## src/rtl/olte_pkg.sv

```systemverilog
package olte_pkg;

    localparam int CAPACITY  = 64;
    localparam int WORD_BITS = 32;
    localparam int IDX_W     = $clog2(CAPACITY);
    localparam int CNT_W     = $clog2(CAPACITY + 1);
    localparam int FOUND_W   = 7;
    localparam int GRP       = 8;
    localparam int NGRP      = CAPACITY / GRP;
    localparam int GRP_W     = $clog2(GRP);
    localparam int GIDX_W    = IDX_W - GRP_W;

    localparam logic [FOUND_W-1:0] NONE_IDX = {FOUND_W{1'b1}};

    typedef enum logic [3:0] {
        F_APPEND = 4'd0,
        F_INSERT = 4'd1,
        F_GET    = 4'd2,
        F_SET    = 4'd3,
        F_REMOVE = 4'd4,
        F_RMVAL  = 4'd5,
        F_SEARCH = 4'd6,
        F_CLEAR  = 4'd7,
        F_LENGTH = 4'd8
    } func_t;

    typedef enum logic [1:0] {
        ST_OK       = 2'd0,
        ST_FULL     = 2'd1,
        ST_RANGE    = 2'd2,
        ST_NOTFOUND = 2'd3
    } status_t;

    typedef enum logic [2:0] {
        C_HOLD,
        C_WRITE,
        C_INSERT,
        C_REMOVE,
        C_CLEAR
    } cell_op_t;

    typedef enum logic [1:0] {
        S_IDLE,
        S_MATCH,
        S_FIND,
        S_EXEC
    } state_t;

    typedef struct packed {
        cell_op_t              op;
        logic [IDX_W-1:0]      pos;
        logic [CNT_W-1:0]      cnt;
        logic [WORD_BITS-1:0]  wdata;
        logic [WORD_BITS-1:0]  key;
    } cell_ctl_t;

endpackage

```

## src/rtl/olte_cell.sv

```systemverilog
module olte_cell (
    input  logic                                clk,
    input  logic                                rst_n,
    input  logic [olte_pkg::IDX_W-1:0]          idx,
    input  olte_pkg::cell_ctl_t                 ctl,
    input  logic [olte_pkg::WORD_BITS-1:0]      left_word,
    input  logic [olte_pkg::WORD_BITS-1:0]      right_word,
    output logic [olte_pkg::WORD_BITS-1:0]      entry,
    output logic                                match,
    output logic                                sel
);

    logic [olte_pkg::WORD_BITS-1:0] entry_reg;
    logic [olte_pkg::WORD_BITS-1:0] entry_next;
    logic [olte_pkg::CNT_W-1:0]     idx_ext;
    logic [olte_pkg::CNT_W-1:0]     idx_inc;
    logic                           in_use;

    assign idx_ext = {{(olte_pkg::CNT_W - olte_pkg::IDX_W){1'b0}}, idx};
    assign idx_inc = idx_ext + olte_pkg::CNT_W'(1);
    assign in_use  = idx_ext < ctl.cnt;

    // compare the held entry and flag the addressed slot
    assign match = in_use && (entry_reg == ctl.key);
    assign sel   = (idx == ctl.pos);
    assign entry = entry_reg;

    // pick the next entry from own value, neighbors, the write data or zero
    always_comb
    begin
        entry_next = entry_reg;
        case (ctl.op)
            olte_pkg::C_WRITE:
            begin
                if (idx == ctl.pos)
                    entry_next = ctl.wdata;
            end
            olte_pkg::C_INSERT:
            begin
                if (idx == ctl.pos)
                    entry_next = ctl.wdata;
                else if (idx > ctl.pos && idx_ext <= ctl.cnt)
                    entry_next = left_word;
            end
            olte_pkg::C_REMOVE:
            begin
                if (idx >= ctl.pos && idx_inc < ctl.cnt)
                    entry_next = right_word;
                else if (idx >= ctl.pos && idx_inc == ctl.cnt)
                    entry_next = '0;
            end
            olte_pkg::C_CLEAR:
            begin
                entry_next = '0;
            end
            default:
            begin
                entry_next = entry_reg;
            end
        endcase
    end

    always_ff @(posedge clk or negedge rst_n)
    begin
        if (!rst_n)
            entry_reg <= '0;
        else
            entry_reg <= entry_next;
    end

endmodule

```

## config.mk

```make
export PLATFORM = sky130hd
export DESIGN_NAME = olte_cell
export DESIGN_NICKNAME = d
export VERILOG_FILES = /design/src/rtl/olte_pkg.sv /design/src/rtl/olte_cell.sv
export SDC_FILE = /design/constraint.sdc
export NUM_CORES = 1
export LEC_CHECK = 0
export BUFFER_PORTS_ARGS = -buffer_cell sky130_fd_sc_hd__buf_2
export CAP_MARGIN = 20
export CORE_UTILIZATION = 46
export DETAILED_ROUTE_END_ITERATION = 7
export PLACE_DENSITY = 0.81
export SLEW_MARGIN = 40
export SYNTH_ARGS = -nofsm -noshare
export SYNTH_HDL_FRONTEND = slang
export SYNTH_SLANG_ARGS = --single-unit
```

## constraint.sdc

```tcl
create_clock -name clk -period 1.23 [get_ports clk]
set_input_delay 0.0615 -clock clk [delete_from_list [all_inputs] [get_ports clk]]
set_output_delay 0.0615 -clock clk [all_outputs]
set_load 0.005 [all_outputs]
```

==> results_dict.tcl, run 1 <==
set metrics [dict create \
    status "complete, but fails checks" \
    violations "setup timing" \
    synth-compound-area-share 0.130 \
    cts_tree "built" \
    start_util 0.483 \
    wirelength_mm 13.1 \
    yosys_warnings 0 \
    seq_area_um2 801 \
    netlist.area_leader.share 0.241 \
    drt_iter0_drc 203 \
    drc 0 \
    grt.busiest_layer "met2" \
    finalWeightedCongestion 0.869 \
    ant_nets 0 \
    met3_usage 0.0626 \
    clk_pin_slew_ns 0.08 \
    cts_buffer_depth 2 \
    critPathCaptureType "flop" \
    antenna_found_initial 0 \
    worstHoldPathType "in -> reg" \
    cts_buffers 5 \
    grtUsageTotal 0.322 \
    cts.sinks 32 \
    critPathArrivalTime_ns 2.22 \
    cp-start-kind "input pin" \
    slew_headroom 0.504 \
    vias 4025 \
    grt_pass1_wl_mm 18.8 \
    period_share 1.67 \
    grt_use_met1 0.363 \
    yosysTopAreaCell "dfrtp_1" \
    grt_max_degree 33 \
    min_period_ns 2.05 \
    vdd_drop_max_uv 895 \
    max_clock_freq_mhz 488 \
    grt-ovfl-total 0 \
    multiInputGateArea_um2 2590 \
    synth_mux_area_frac 0.251 \
    die_x_um 86.9 \
    cts_root_buf "clkbuf_8" \
    syn_area_um2 3320 \
    maxCapViolations 0 \
    synthSimpleGateAreaFrac 0.157 \
    met2_usage 0.588 \
    clk_latency_ns 0.29 \
    synth_cell_types 33 \
    dieHeight_um 86.9 \
    worst_pin_slew_ns 0.745 \
    vias_per_cell 5.59 \
    whs_ns 0.210 \
    n_antenna_cell 0 \
    grt_setup_unrepaired "true" \
    power_leakage_nw 2.62 \
    core_area_um2 6870 \
    finClkSkew_ns 0 \
    post-route-util 0.795 \
    largest_reg_flops 32 \
    syn_inst 374 \
    ys_ff_latch 32 \
    setup_slack_ns -0.820 \
    slew_violations 0 \
    port_buffers 185 \
    drive_above_1_share 0.583 \
    cp.required_ns 1.40 \
    final_cell_mix "179 x buf_2, 69 x a21oi_1, 53 x buf_4" \
    area_growth_pct 64.5 \
    cp_max_fo 7 \
    p_per_area_nw_per_um2 1060 \
    synthAdderAreaFrac 0.0754 \
    synthesis.nets 546 \
    pin_count 186 \
    synth_area_leaders "dfrtp_1 24%, mux2_4 14%, mux2_2 12%" \
    synth_top_family_by_area "multiplexers" \
    nets 795 \
    crit_slowest_cell "mux2_4" \
    grt_pass1_vias 4085 \
    syn_area_per_cell_um2 8.87 \
    layout_commonest_cell "buf_2" \
    wl_per_cell_um 18.1 \
    worstPathCellList "buf_8 -> and3_4 -> nand3_4 -> xnor2_4 -> ha_4 -> a21oi_2 -> o21ai_2 -> nor3_4 -> o21ai_2 -> a32oi_4 -> buf_12 -> buf_12 -> mux2_4" \
    worstSetupPathType "in -> reg" \
    seq_area_frac_synth 0.241 \
    h-tree-depth 2 \
    slowest_delay_ns 0.31 \
    fillers 435 \
    die_area_um2 7550 \
    synth_xor_area_frac 0.0951 \
    first_pass_iters 7 \
    hpwl_mm 9.29 \
    setup_viol 34 \
    hold_viol 0 \
    rows 30 \
]
## through the flow
stage	power, W	setup TNS (ns)	worst slack (ns)	cells	instance area [um2]
finish	0.00579	-26.32	-0.820	720	5460
floorplan	0.00297	-31.48	-0.993	374	3330
detailed placement	0.00447	-39.76	-1.27	703	4900
global placement	0.00435	-35.79	-1.14	703	4900
CTS	0.00564	-28.66	-0.887	717	5220
global route	0.00610	-29.93	-0.930	720	5460
## area by class of cell
type	count	area share
clock buffers	5	0.0126
clock inverters	3	0.00779
inverters	15	0.0112
multi-input cells	306	0.475
flip-flops and latches	32	0.147
well taps	96	0.0220
repair buffers	263	0.324
## power breakdown
group,switching [W],internal (W)
logic,0.00128,0.00188
clock network,0.000416,0.000599
registers,0.000262,0.00136
## path summary, 6_finish.rpt
| check | from | to | slack (ns) | depth (start not counted) |
|---|---|---|---|---|
| max in group asynchronous | rst_n | entry[27]$_DFFE_PN0P_ | 0.37 | 2 |
| worst max register to register | entry[24]$_DFFE_PN0P_ | entry[24]$_DFFE_PN0P_ | 0.27 | 2 |
| worst min register to register | entry[31]$_DFFE_PN0P_ | entry[31]$_DFFE_PN0P_ | 0.59 | 1 |
| worst min-delay path | ctl[34] | entry[2]$_DFFE_PN0P_ | 0.21 | 4 |
| worst max-delay path | idx[3] | entry[10]$_DFFE_PN0P_ | -0.82 | 13 |
| min in group asynchronous | rst_n | entry[6]$_DFFE_PN0P_ | 0.38 | 2 |
## critical path, delay by kind of cell
kind,cells,cell delay [ns]
XOR/XNOR,1,0.16
multiplexers,1,0.31
adder cells (fa/ha/maj),1,0.23
AO/OA/AOI/OAI,4,0.58
buffers and inverters,3,0.36
AND/OR/NAND/NOR,3,0.50
## Yosys cell counts (all sizes together)
library cell	count
nand3	39
xor2	1
and4	1
nand2	4
nand4b	1
inv	14
a41oi	1
and3	3
buf	9
nor2	37
clkinv	1
o21ai	3
a32oi	1
clkbuf	12
nand4	11
a21o	1
o311ai	1
nor4	2
nand2b	1
nand3b	2
ha	20
xnor2	35
nor3	2
o31a	1
mux2	64
a21oi	73
nor2b	2
dfrtp	32
## repair_timing
| action | in CTS | in global routing |
|---|---|---|
| hold buffers | 1 | 0 |
| hold endpoints to repair | 32 | 0 |
| endpoints found under the setup margin | 34 | 34 |
| gates resized for setup | 28 | 41 |
| cloned | 1 | 2 |
| pin swaps | 9 | 18 |
| setup buffers | 4 | 3 |
## routing by layer
metal  part of all wire  vias to the layer above  wire, um
met5                  0                        -         0
met4              0.046                        0       602
met3              0.073                       58       955
met2               0.51                      245      6690
met1               0.37                     1876      4820
li1                   -                     1846         -
## cell families after synthesis
kind of cell	after synthesis
compound gates	81
simple gates	105
mux	64
fa+ha+maj	20
xor+xnor	36
flops	32
buf+inv	36
(Power assumes the default switching activity.)
==> run 2, diff against run 1 <==
- ABC_AREA: unset -> 1
- CORE_UTILIZATION: 46 -> 47
- PLACE_DENSITY: 0.81 -> 0.8
- SKIP_CTS_REPAIR_TIMING: unset -> 1
- TNS_END_PERCENT: unset -> 20
==> run 2 against run 1 <==
  * The flow still finishes with violations (setup timing)
  * Non-clock buffer count down 22
  * Highest routed layer unchanged
  * Clock power down 26%
  * Die area up 6.7%
==> results_dict.tcl, run 2 <==
set metrics [dict create \
    netlist_top_cells_count "161 x nand2_1, 101 x nand3_1, 94 x inv_1" \
    multiInputGateArea_um2 2460 \
    worst_pin_slew_ns 0.449 \
    reg2reg_from "entry[31]$_DFFE_PN0P_" \
    area_growth_pct 46.7 \
    sw_frac_of_total 0.372 \
    cpLargestDelayFamily "simple AND/OR/NAND/NOR gates" \
    core_area_um2 7330 \
    clk_pin_slew_ns 0.06 \
    intPower_w 0.00272 \
    synthArstFlopShare 1.00 \
    layout_commonest_cell "buf_2" \
    synthesis.nets 754 \
    ant_nets 0 \
    timing.rr.end "entry[31]$_DFFE_PN0P_" \
    drive_above_1_share 0.365 \
    setup_slack_ns -0.624 \
    first_pass_iters 5 \
    largest_reg_flops 32 \
    seq_area_um2 801 \
    cp-start-kind "input pin" \
    violations "setup timing" \
    wirelength_mm 12.0 \
    period_share 1.51 \
    grt_max_degree 38 \
    final_cell_mix "182 x buf_2, 138 x nand2_1, 99 x nand3_1" \
    finalSetupTns_ns -19.82 \
    drt_iter0_drc 238 \
    n_antenna_cell 0 \
    cts_tree "built" \
    slew_headroom 0.701 \
    critPathArrivalTime_ns 2.03 \
    wl_per_cell_um 13.4 \
    yosysMostFrequentCell "nand2_1" \
    vias_per_cell 5.09 \
    nets 971 \
    pwr-share-clk 0.172 \
    seqPwrFrac 0.325 \
    synth_cell_types 29 \
    setup_viol 34 \
    status "complete, but fails checks" \
    drc 0 \
    whs_endpoint "entry[0]$_DFFE_PN0P_" \
    syn_area_um2 3620 \
    seq_area_frac_synth 0.221 \
    netlist.area_leader.share 0.221 \
    cts.sinks 32 \
    syn_inst 582 \
    power.total_w 0.00433 \
    start_util 0.494 \
    ys_ff_latch 32 \
    grt-ovfl-total 0 \
    pin_count 186 \
    grt_pass1_vias 4381 \
    cts_buffer_depth 2 \
    antenna_found_initial 0 \
    vias 4569 \
    cts_buffers 5 \
    worstPathCellList "buf_8 -> ha_4 -> buf_6 -> xor2_1 -> ha_1 -> a21oi_1 -> nand2_1 -> a21oi_2 -> nand2_2 -> nand3_4 -> nand3_4 -> clkbuf_16 -> nand2_1 -> nand2_1" \
    combPwrFrac 0.503 \
    die_area_um2 8060 \
    hold_viol 0 \
    hpwl_mm 9.12 \
    yosysTopAreaCell "dfrtp_1" \
    synthFlopType "dfrtp_1" \
    worstHoldPathType "in -> reg" \
    syn_area_per_cell_um2 6.22 \
    p_per_area_nw_per_um2 816 \
    crit_slowest_cell "ha_1" \
    cp.required_ns 1.40 \
    slew_violations 0 \
    crit_buf_inv 3 \
    fillers 599 \
    grtUsageTotal 0.289 \
    grt_setup_unrepaired "true" \
    min_period_ns 1.85 \
    finClkSkew_ns 0 \
    critPathCaptureType "flop" \
    synth_area_leaders "dfrtp_1 22%, nand2_1 17%, nand3_1 14%" \
    grt_pass1_wl_mm 19.2 \
    p_sw_w 0.00161 \
    cp_max_fo 8 \
    clk_latency_ns 0.28 \
    rows 31 \
    yosys_warnings 0 \
    critPathMostFrequentCell "nand2_1" \
    dieHeight_um 89.8 \
    die_x_um 89.8 \
    cts_root_buf "clkbuf_8" \
    finalWeightedCongestion 0.846 \
    max_clock_freq_mhz 539 \
    holdPathStages 5 \
    slowest_delay_ns 0.33 \
    maxCapViolations 0 \
    port_buffers 185 \
    vdd_drop_max_uv 373 \
    reg2reg_depth 3 \
    synth-edff-count 0 \
    h-tree-depth 2 \
    worstSetupPathType "in -> reg" \
    post-route-util 0.725 \
    power_leakage_nw 3.17 \
    hold_start "ctl[32]" \
    reg2reg_setup_slack_ns 0.46 \
]
-- run 2: cell types whose count changed after synthesis, moves of 5 or more --
cell / previous run / this run
a21oi_1: 73 / 5
buf_2: 6 / 18
clkbuf_1: 12 / 7
inv_1: 14 / 94
mux2_2: 34 / 0
mux2_4: 30 / 0
nand2_1: 4 / 161
nand3_1: 38 / 101
nor2_1: 37 / 42
o211ai_1: 0 / 32
-- run 2: worst max path at each step --
stage / end / depth (start not counted) / startpoint / slack (ns)
after floorplan: entry[0]$_DFFE_PN0P_ / 15 / idx[0] / -0.54
after global placement: entry[19]$_DFFE_PN0P_ / 15 / idx[0] / -0.74
after detailed placement: entry[26]$_DFFE_PN0P_ / 14 / idx[0] / -0.88
after CTS: entry[26]$_DFFE_PN0P_ / 14 / idx[0] / -0.58
after global routing: entry[14]$_DFFE_PN0P_ / 17 / idx[2] / -0.69
final: entry[27]$_DFFE_PN0P_ / 14 / idx[1] / -0.62
-- run 2: per-layer routing --
layer  vias to the layer above  track usage  wire, um
li1                       2284            -         -
met2                       228        0.522      6030
met3                        34       0.0575       885
met5                         -            0         0
met4                         0        0.119       338
met1                      2023        0.332      4750
-- run 2: cell families after synthesis --
logic type	Yosys count	share of synthesized area
buf+inv	127	0.147
xor+xnor	35	0.0847
flops	32	0.221
fa+ha+maj	20	0.0691
simple gates	323	0.386
compound gates	45	0.0923
-- run 2: power groups by stage --
stage / Combinational, W / Sequential [W] / Clock (W)
finish: 0.00218 / 0.00141 / 0.000746
detailed placement: 0.00200 / 0.00142 / 0
CTS: 0.00200 / 0.00140 / 0.000761
floorplan: 0.000979 / 0.00144 / 0
global route: 0.00240 / 0.00143 / 0.000809
global placement: 0.00193 / 0.00142 / 0
-- run 2: metrics by stage --
| step | instance area, um2 | hold slack [ns] | setup slack (ns) | std cells |
|---|---|---|---|---|
| global placement | 5000 | 0.0181 | -0.745 | 885 |
| detailed placement | 5000 | 0.0247 | -0.883 | 885 |
| finish | 5310 | 0.153 | -0.624 | 898 |
| global route | 5310 | 0.165 | -0.687 | 898 |
| floorplan | 3680 | -0.234 | -0.537 | 582 |
| CTS | 5070 | -0.278 | -0.585 | 892 |
-- run 2: worst register-to-register path, cell delays in order, from the launching register on --
cell	delay [ns]
dfrtp_1	0.41
buf_4	0.15
nand2_1	0.06
nand2_1	0.05
-- run 2: final cells by class --
type                       count  share of cell area
clock buffer                   6              0.0137
clock inverter                 1            0.000942
inverter                      96              0.0678
multi-input combinational    423               0.462
sequential                    32               0.151
tap                           99              0.0233
timing repair buffer         241               0.281
